### config.mk
export PLATFORM = sky130hd
export DESIGN_NAME = base64_encoder_key_xor_top
export DESIGN_NICKNAME = d
export VERILOG_FILES = /design/src/design/b64x_pkg.sv /design/src/design/base64_encoder_key_xor_top.sv /design/src/design/b64x_enc.sv
export SDC_FILE = /design/constraint.sdc
export NUM_CORES = 1
export LEC_CHECK = 0
export ABC_CLOCK_PERIOD_IN_PS = 4230
export BUFFER_PORTS_ARGS = -buffer_cell sky130_fd_sc_hd__buf_2
export CAP_MARGIN = 20
export CORE_MARGIN = 3
export CORE_UTILIZATION = 44
export CTS_CLUSTER_DIAMETER = 150
export DETAILED_ROUTE_END_ITERATION = 10
export MAX_ROUTING_LAYER = met4
export PLACE_DENSITY = 0.76
export SYNTH_ARGS = -nofsm -noshare
export SYNTH_HDL_FRONTEND = slang
export SYNTH_HIERARCHICAL = 1
export SYNTH_SLANG_ARGS = --single-unit
### constraint.sdc
create_clock -name clk -period 4.23 [get_ports clk]
set_input_delay 0 -clock clk [delete_from_list [all_inputs] [get_ports clk]]
set_output_delay 0 -clock clk [all_outputs]
set_load 0.05 [all_outputs]
### src/design/b64x_pkg.sv
// ---------------------------------------------------------------------------
// b64x_pkg
// Shared constants, types and the base64 alphabet for the keyed encoder.
// ---------------------------------------------------------------------------
package b64x_pkg;

    localparam int KEY_SLOTS = 8;
    localparam int KEY_W     = 6;
    localparam int KEY_BITS  = KEY_SLOTS * KEY_W;
    localparam int KPOS_W    = $clog2(KEY_SLOTS);
    localparam int KLEN_W    = 4;
    localparam int MAX_CHARS = 4;
    localparam int CNT_W     = $clog2(MAX_CHARS + 1);
    localparam int ADDR_W    = 4;
    localparam int PDATA_W   = 64;

    localparam logic [7:0] PAD_CHAR = 8'h3D;

    // register select, taken from paddr[3]
    localparam logic REG_KEY_LENGTH = 1'b0;
    localparam logic REG_KEY_DIGITS = 1'b1;

    // position within a 3-byte group
    localparam logic [1:0] PH_FIRST  = 2'd0;
    localparam logic [1:0] PH_SECOND = 2'd1;
    localparam logic [1:0] PH_THIRD  = 2'd2;

    typedef logic [KEY_SLOTS-1:0][KEY_W-1:0] key_arr_t;
    typedef logic [MAX_CHARS-1:0][7:0]       char_arr_t;

    typedef struct packed {
        char_arr_t          chars;
        logic [CNT_W-1:0]   cnt;
        logic               last;
        logic [1:0]         phase;
        logic [3:0]         carry;
        logic [KPOS_W-1:0]  key_pos;
    } enc_result_t;

    function automatic logic [7:0] b64_char(input logic [5:0] v);
        logic [7:0] c;
        if (v < 6'd26)
            c = 8'h41 + {2'b00, v};
        else if (v < 6'd52)
            c = 8'h61 + {2'b00, v} - 8'd26;
        else if (v < 6'd62)
            c = 8'h30 + {2'b00, v} - 8'd52;
        else if (v == 6'd62)
            c = 8'h2B;
        else
            c = 8'h2F;
        return c;
    endfunction

endpackage

### src/design/base64_encoder_key_xor_top.sv
// ---------------------------------------------------------------------------
// base64_encoder_key_xor_top
// Keyed base64 encoder: message bytes in, base64 characters out.
// ---------------------------------------------------------------------------
// Input words (data_byte, last_byte) arrive on in_valid/in_ready, one message
// byte per word, last_byte set on the final byte. Output words (out_char,
// last_char) leave on out_valid/out_ready, one character per word; last_char
// marks the final character of the message, padding included.
// A byte is encoded in the cycle it is accepted into a 4-character holding
// buffer; its first character then moves on into the output register. The
// buffer drains one character per cycle into the output register while the
// receiver takes them, so throughput is set by the output port; a body byte
// yields 1 to 2 characters and the final byte up to 4. A new byte is taken in
// the cycle the last buffered character moves out. If the receiver stalls,
// the output register holds and the buffer fills, then in_ready drops. Reset
// empties the buffer and output, returns group phase and key position to
// zero, key_length to 1 and key_digits to 0. The user must write configuration
// (APB, 64-bit data, key_length at 0x0, key_digits at 0x8) only while the
// encoder is idle; the block itself does not enforce this.
// ---------------------------------------------------------------------------
module base64_encoder_key_xor_top (
    input  logic                          clk,
    input  logic                          rst_n,
    input  logic                          in_valid,
    output logic                          in_ready,
    input  logic [7:0]                    data_byte,
    input  logic                          last_byte,
    output logic                          out_valid,
    input  logic                          out_ready,
    output logic [7:0]                    out_char,
    output logic                          last_char,
    input  logic                          psel,
    input  logic                          penable,
    input  logic                          pwrite,
    input  logic [b64x_pkg::ADDR_W-1:0]   paddr,
    input  logic [b64x_pkg::PDATA_W-1:0]  pwdata,
    output logic [b64x_pkg::PDATA_W-1:0]  prdata,
    output logic                          pready
);
    import b64x_pkg::*;

    logic [KLEN_W-1:0]   key_length_reg;
    logic [KEY_BITS-1:0] key_digits_reg;
    logic [1:0]          phase_reg;
    logic [3:0]          carry_reg;
    logic [KPOS_W-1:0]   key_pos_reg;

    char_arr_t           pend_char_reg;
    char_arr_t           pend_char_next;
    logic [CNT_W-1:0]    pend_cnt_reg;
    logic [CNT_W-1:0]    pend_cnt_next;
    logic                pend_last_reg;
    logic                pend_last_next;

    logic                out_valid_reg;
    logic                out_valid_next;
    logic [7:0]          out_char_reg;
    logic                out_last_reg;

    enc_result_t         enc;
    logic                accept;
    logic                move;
    logic                cfg_wr;

    b64x_enc u_enc (
        .data_byte  (data_byte),
        .last_byte  (last_byte),
        .phase      (phase_reg),
        .carry      (carry_reg),
        .key_pos    (key_pos_reg),
        .key_length (key_length_reg),
        .key_digits (key_digits_reg),
        .enc        (enc)
    );

    assign move     = (pend_cnt_reg != '0) && (!out_valid_reg || out_ready);
    assign in_ready = (pend_cnt_reg == '0) || ((pend_cnt_reg == CNT_W'(1)) && move);
    assign accept   = in_valid && in_ready;
    assign cfg_wr   = psel && penable && pwrite && pready;

    always_comb
    begin
        pend_char_next = pend_char_reg;
        pend_cnt_next  = pend_cnt_reg;
        pend_last_next = pend_last_reg;
        if (accept)
        begin
            pend_char_next = enc.chars;
            pend_cnt_next  = enc.cnt;
            pend_last_next = enc.last;
        end
        else if (move)
        begin
            pend_char_next = {8'h00, pend_char_reg[MAX_CHARS-1:1]};
            pend_cnt_next  = pend_cnt_reg - CNT_W'(1);
        end
    end

    always_comb
    begin
        if (move)
            out_valid_next = 1'b1;
        else if (out_ready)
            out_valid_next = 1'b0;
        else
            out_valid_next = out_valid_reg;
    end

    always_ff @(posedge clk or negedge rst_n)
    begin
        if (!rst_n)
        begin
            key_length_reg <= KLEN_W'(1);
            key_digits_reg <= '0;
            phase_reg      <= PH_FIRST;
            carry_reg      <= '0;
            key_pos_reg    <= '0;
            pend_cnt_reg   <= '0;
            out_valid_reg  <= 1'b0;
        end
        else
        begin
            if (cfg_wr)
            begin
                case (paddr[3])
                    REG_KEY_LENGTH: key_length_reg <= pwdata[KLEN_W-1:0];
                    REG_KEY_DIGITS: key_digits_reg <= pwdata[KEY_BITS-1:0];
                    default:        key_length_reg <= key_length_reg;
                endcase
            end
            if (accept)
            begin
                phase_reg   <= enc.phase;
                carry_reg   <= enc.carry;
                key_pos_reg <= enc.key_pos;
            end
            pend_cnt_reg  <= pend_cnt_next;
            out_valid_reg <= out_valid_next;
        end
    end

    always_ff @(posedge clk)
    begin
        pend_char_reg <= pend_char_next;
        pend_last_reg <= pend_last_next;
        if (move)
        begin
            out_char_reg <= pend_char_reg[0];
            out_last_reg <= pend_last_reg && (pend_cnt_reg == CNT_W'(1));
        end
    end

    always_comb
    begin
        case (paddr[3])
            REG_KEY_LENGTH: prdata = PDATA_W'(key_length_reg);
            REG_KEY_DIGITS: prdata = PDATA_W'(key_digits_reg);
            default:        prdata = '0;
        endcase
    end

    assign pready    = 1'b1;
    assign out_valid = out_valid_reg;
    assign out_char  = out_char_reg;
    assign last_char = out_last_reg;

endmodule

### src/design/b64x_enc.sv
// ---------------------------------------------------------------------------
// b64x_enc
// One byte in: keyed base64 characters of that byte and the next group state.
// ---------------------------------------------------------------------------
module b64x_enc (
    input  logic [7:0]                    data_byte,
    input  logic                          last_byte,
    input  logic [1:0]                    phase,
    input  logic [3:0]                    carry,
    input  logic [b64x_pkg::KPOS_W-1:0]   key_pos,
    input  logic [b64x_pkg::KLEN_W-1:0]   key_length,
    input  logic [b64x_pkg::KEY_BITS-1:0] key_digits,
    output b64x_pkg::enc_result_t         enc
);
    import b64x_pkg::*;

    key_arr_t            key_arr;
    logic [KLEN_W-1:0]   eff_len;
    logic [KPOS_W-1:0]   kp1;
    logic [KPOS_W-1:0]   kp2;
    logic [KEY_W-1:0]    d0;
    logic [KEY_W-1:0]    d1;

    function automatic logic [KPOS_W-1:0] kp_step(input logic [KPOS_W-1:0] kp,
                                                  input logic [KLEN_W-1:0] len);
        logic [KLEN_W-1:0] nx;
        nx = KLEN_W'(kp) + KLEN_W'(1);
        return (nx >= len) ? '0 : nx[KPOS_W-1:0];
    endfunction

    assign key_arr = key_arr_t'(key_digits);

    always_comb
    begin
        if (key_length == '0)
            eff_len = KLEN_W'(1);
        else if (key_length > KLEN_W'(KEY_SLOTS))
            eff_len = KLEN_W'(KEY_SLOTS);
        else
            eff_len = key_length;
    end

    assign kp1 = kp_step(key_pos, eff_len);
    assign kp2 = kp_step(kp1, eff_len);

    always_comb
    begin
        d0 = '0;
        d1 = '0;
        enc.cnt     = CNT_W'(1);
        enc.phase   = PH_FIRST;
        enc.carry   = '0;
        enc.key_pos = kp1;
        case (phase)
            PH_SECOND:
            begin
                d0 = {carry[1:0], data_byte[7:4]};
                d1 = {data_byte[3:0], 2'b00};
                enc.carry = data_byte[3:0];
                enc.phase = PH_THIRD;
                enc.cnt   = last_byte ? CNT_W'(3) : CNT_W'(1);
            end
            PH_THIRD:
            begin
                d0 = {carry, data_byte[7:6]};
                d1 = data_byte[5:0];
                enc.cnt     = CNT_W'(2);
                enc.key_pos = kp2;
            end
            default:
            begin
                d0 = data_byte[7:2];
                d1 = {data_byte[1:0], 4'b0000};
                enc.carry = {2'b00, data_byte[1:0]};
                enc.phase = PH_SECOND;
                enc.cnt   = last_byte ? CNT_W'(4) : CNT_W'(1);
            end
        endcase
        if (last_byte)
        begin
            enc.carry   = '0;
            enc.phase   = PH_FIRST;
            enc.key_pos = '0;
        end
        enc.chars[0] = b64_char(d0 ^ key_arr[key_pos]);
        enc.chars[1] = b64_char(d1 ^ key_arr[kp1]);
        enc.chars[2] = PAD_CHAR;
        enc.chars[3] = PAD_CHAR;
        enc.last     = last_byte;
    end

endmodule

==> impl_metrics.py <==
metrics = {
    "cells_and_area": {
        "nets": 884,
        "largest_register_ffs": 48,
        "drive_gt1_share_pct": 37.0,
        "fin_area_um2": 8600,
        "fillers": 1320,
        "syn_to_final_growth_pct": 21.7,
    },
    "worst_setup_path": {
        "r2r_start": "key_pos_reg[0]",
        "path_buf_inv": 2,
        "worst_r2r_endpoint": "pend_char_reg[10]",
        "crit_family": "compound AO/OA/AOI/OAI gates",
        "crit_path_max_incr_delay_ns": 0.42,
        "r2r_setup_slack_ns": 0.27,
        "crit_type": "reg2reg",
        "crit_slowest_cell": "or3b_1",
        "reg2reg_depth": 15,
        "worstPathMaxFanout": 10,
        "cp-start-kind": "flip-flop",
        "crit_top_cell": "ha_1",
        "crit_path_cell_trace": "ha_1, xnor2_4, inv_2, ha_1, a21oi_4, o211ai_2, or3b_1, a31oi_2, xor2_2, inv_2, ha_1, nor4_1, o211a_1, nor4bb_1, mux2_2",
        "arrival_ns": 4.07,
        "worstPathRequired_ns": 4.34,
        "end_kind": "flip-flop",
    },
    "logic_synthesis": {
        "synth-edff-count": 42,
        "synth_cell_types": 71,
        "avgSynthCellArea_um2": 11.6,
        "ys_seq_elements": 107,
        "synth_area_leaders": "dfrtp_1 (23%), edfxtp_1 (18%), mux2_2 (13%)",
        "synth_commonest_cells": "mux2_2 (84), dfrtp_1 (64), and2_1 (47)",
        "yosysMostFrequentCell": "mux2_2",
        "synthCells": 611,
        "ys_seq_area_share_pct": 40.9,
        "syn_area_um2": 7060,
        "ys.flop_type": "dfrtp_1",
        "async_flop_share_pct": 60.7,
        "synth_largest_area_cell": "dfrtp_1",
        "synth_top_area_share_pct": 22.7,
        "yosys_warnings": 6,
    },
    "clock_network": {
        "cts_tree": "yes",
        "cts_made_buffers": 9,
        "htree_levels": 3,
        "root_buffer": "clkbuf_16",
        "cts_sinks": 107,
        "path_clk_slew_ns": 0.07,
        "clock_path_buffers": 2,
        "insertion_delay_ns": 0.35,
    },
    "routing": {
        "wl_met3_um": 801,
        "met1Wirelength_mm": 7.52,
        "wl_met2_mm": 8.16,
        "first_iter_violations": 455,
        "wl_per_cell_um": 16.9,
        "drc": 0,
        "top_layer": "met4",
        "vias_per_cell": 5.30,
        "drt_first_pass_iters": 7,
        "drt-total-wl_mm": 16.9,
        "ant_nets": 0,
        "vias": 5279,
    },
    "global_routing": {
        "grt_pass1_vias": 5274,
        "grt_usage_pct": 19.9,
        "antenna_found_initial": 1,
        "overflow": 0,
        "grt_pass1_wl_mm": 27.3,
        "grt_max_degree": 66,
    },
    "power_and_ir_drop": {
        "netSwitchingFraction_pct": 46.2,
        "p_int_mw": 4.20,
        "peakVddDrop_mv": 0.480,
        "power_density_nw_per_um2": 908,
        "power.leakage_nw": 3.84,
        "p_clk_share_pct": 11.0,
        "pwr-share-comb_pct": 65.8,
        "p_sw_mw": 3.61,
        "seqPwrFrac_pct": 23.2,
    },
    "placed_design": {
        "dp_slack_ns": 0.155,
        "io_buffer_count": 123,
        "placed_area_um2": 7750,
        "place.gp.congestion": 0.956,
        "dp_hpwl_mm": 11.8,
    },
    "die": {
        "num_rows": 45,
        "initial_core_util_pct": 45.8,
        "ios": 160,
        "dieArea_um2": 17600,
        "die_x_um": 133,
        "core_um2": 15400,
        "die_h_um": 133,
    },
    "hold_path": {
        "min_delay_worst_endpoint": "carry_reg[2]",
        "min_from": "data_byte[2]",
        "min_path_type": "in2reg",
        "holdPathStages": 3,
    },
    "timing": {
        "max-slew-margin-rel_pct": 44.8,
        "setup_slack_ns": 0.268,
        "tns_ns": 0,
        "grt_setup_unrepaired": "false",
        "slew_violations": 0,
        "finalHoldViolCount": 0,
        "tightest_slew_ns": 0.828,
        "whs_ns": 0.0489,
        "clock.fmax_mhz": 252,
        "finalCriticalPeriod_ns": 3.96,
        "period_share_pct": 93.7,
        "fin_skew_ns": 0.00974,
        "finalSetupViolCount": 0,
    },
    "flow_run": {
        "cap_violations": 0,
    },
    "run_status": {
        "status": "completed",
    },
}
[final cells by class]
class,instances,area (µm²),area share (%)
Multi-Input combinational cell,449,3790,44.1
Sequential cell,107,2890,33.6
Timing Repair Buffer,193,1270,14.8
Tap cell,211,264,3.07
Clock buffer,9,225,2.62
Clock inverter,7,76.3,0.888
Inverter,19,73.8,0.859
Antenna cell,1,2.50,0.0291
[tightest hold or removal path, stage by stage]
cell    delay [ns]
buf_2         0.12
and2_1        0.12
mux2_2        0.13
[per-layer routing]
layer | up-vias | GRT usage [%]
li1 | 2495 | -
met1 | 2574 | 26.1
met2 | 175 | 31.4
met3 | 35 | 3.54
met4 | 0 | 6.47
met5 | - | -
[how the worst max path moves through the flow]
stage / slack (ns) / from / cells past startpoint / endpoint
after detailed placement: 0.15 / key_pos_reg[0] / 15 / pend_char_reg[10]
after floorplan: 0.11 / key_pos_reg[0] / 17 / pend_char_reg[10]
after global routing: 0.01 / key_pos_reg[0] / 15 / pend_char_reg[10]
after CTS: 0.13 / key_pos_reg[0] / 15 / pend_char_reg[10]
after global placement: 0.21 / key_pos_reg[0] / 15 / pend_char_reg[10]
final: 0.27 / key_pos_reg[0] / 15 / pend_char_reg[10]
[cell usage in the layout (no fill, tap or decap), drive strengths merged, types with 13 or more instances in the layout]
cell type / n
buf: 142
mux2: 96
dfrtp: 64
dlygate4sd3: 51
and2: 47
edfxtp: 42
conb: 34
nor2: 32
ha: 21
nand2: 21
inv: 21
o21ai: 20
mux2i: 17
a21oi: 17
mux4: 14
and3: 13
[power by group through the flow]
stage	clock network [mW]	logic (mW)	registers [mW]
4_1_cts	0.875	5.09	1.81
3_3_place_gp	0	4.99	1.82
5_1_grt	0.915	5.66	1.86
3_5_place_dp	0	5.00	1.83
2_1_floorplan	0	3.83	1.90
6_report	0.856	5.13	1.81
[kinds of logic after synthesis]
group	synth area share, %
other cells	0.213
buf+inv	7.16
compound gates	9.66
xor+xnor	3.17
flops	40.9
mux	22.7
simple gates	12.5
fa+ha+maj	3.72
[timing repair]
action	in CTS	in global routing
hold endpoints to repair	118	0
endpoints found under the setup margin	0	7
setup buffers	0	2
gates resized for setup	0	3
hold buffers	51	0
[stage by stage]
| step | utilization, % | std cells | total power, mW |
|---|---|---|---|
| detailed placement | 50.2 | 926 | 6.83 |
| global placement | 50.2 | 926 | 6.81 |
| floorplan | - | 641 | 5.72 |
| global route | 55.7 | 996 | 8.44 |
| finish | 55.7 | 996 | 7.80 |
| CTS | 55.5 | 993 | 7.78 |
No activity file was read; power rests on OpenSTA's default activity.
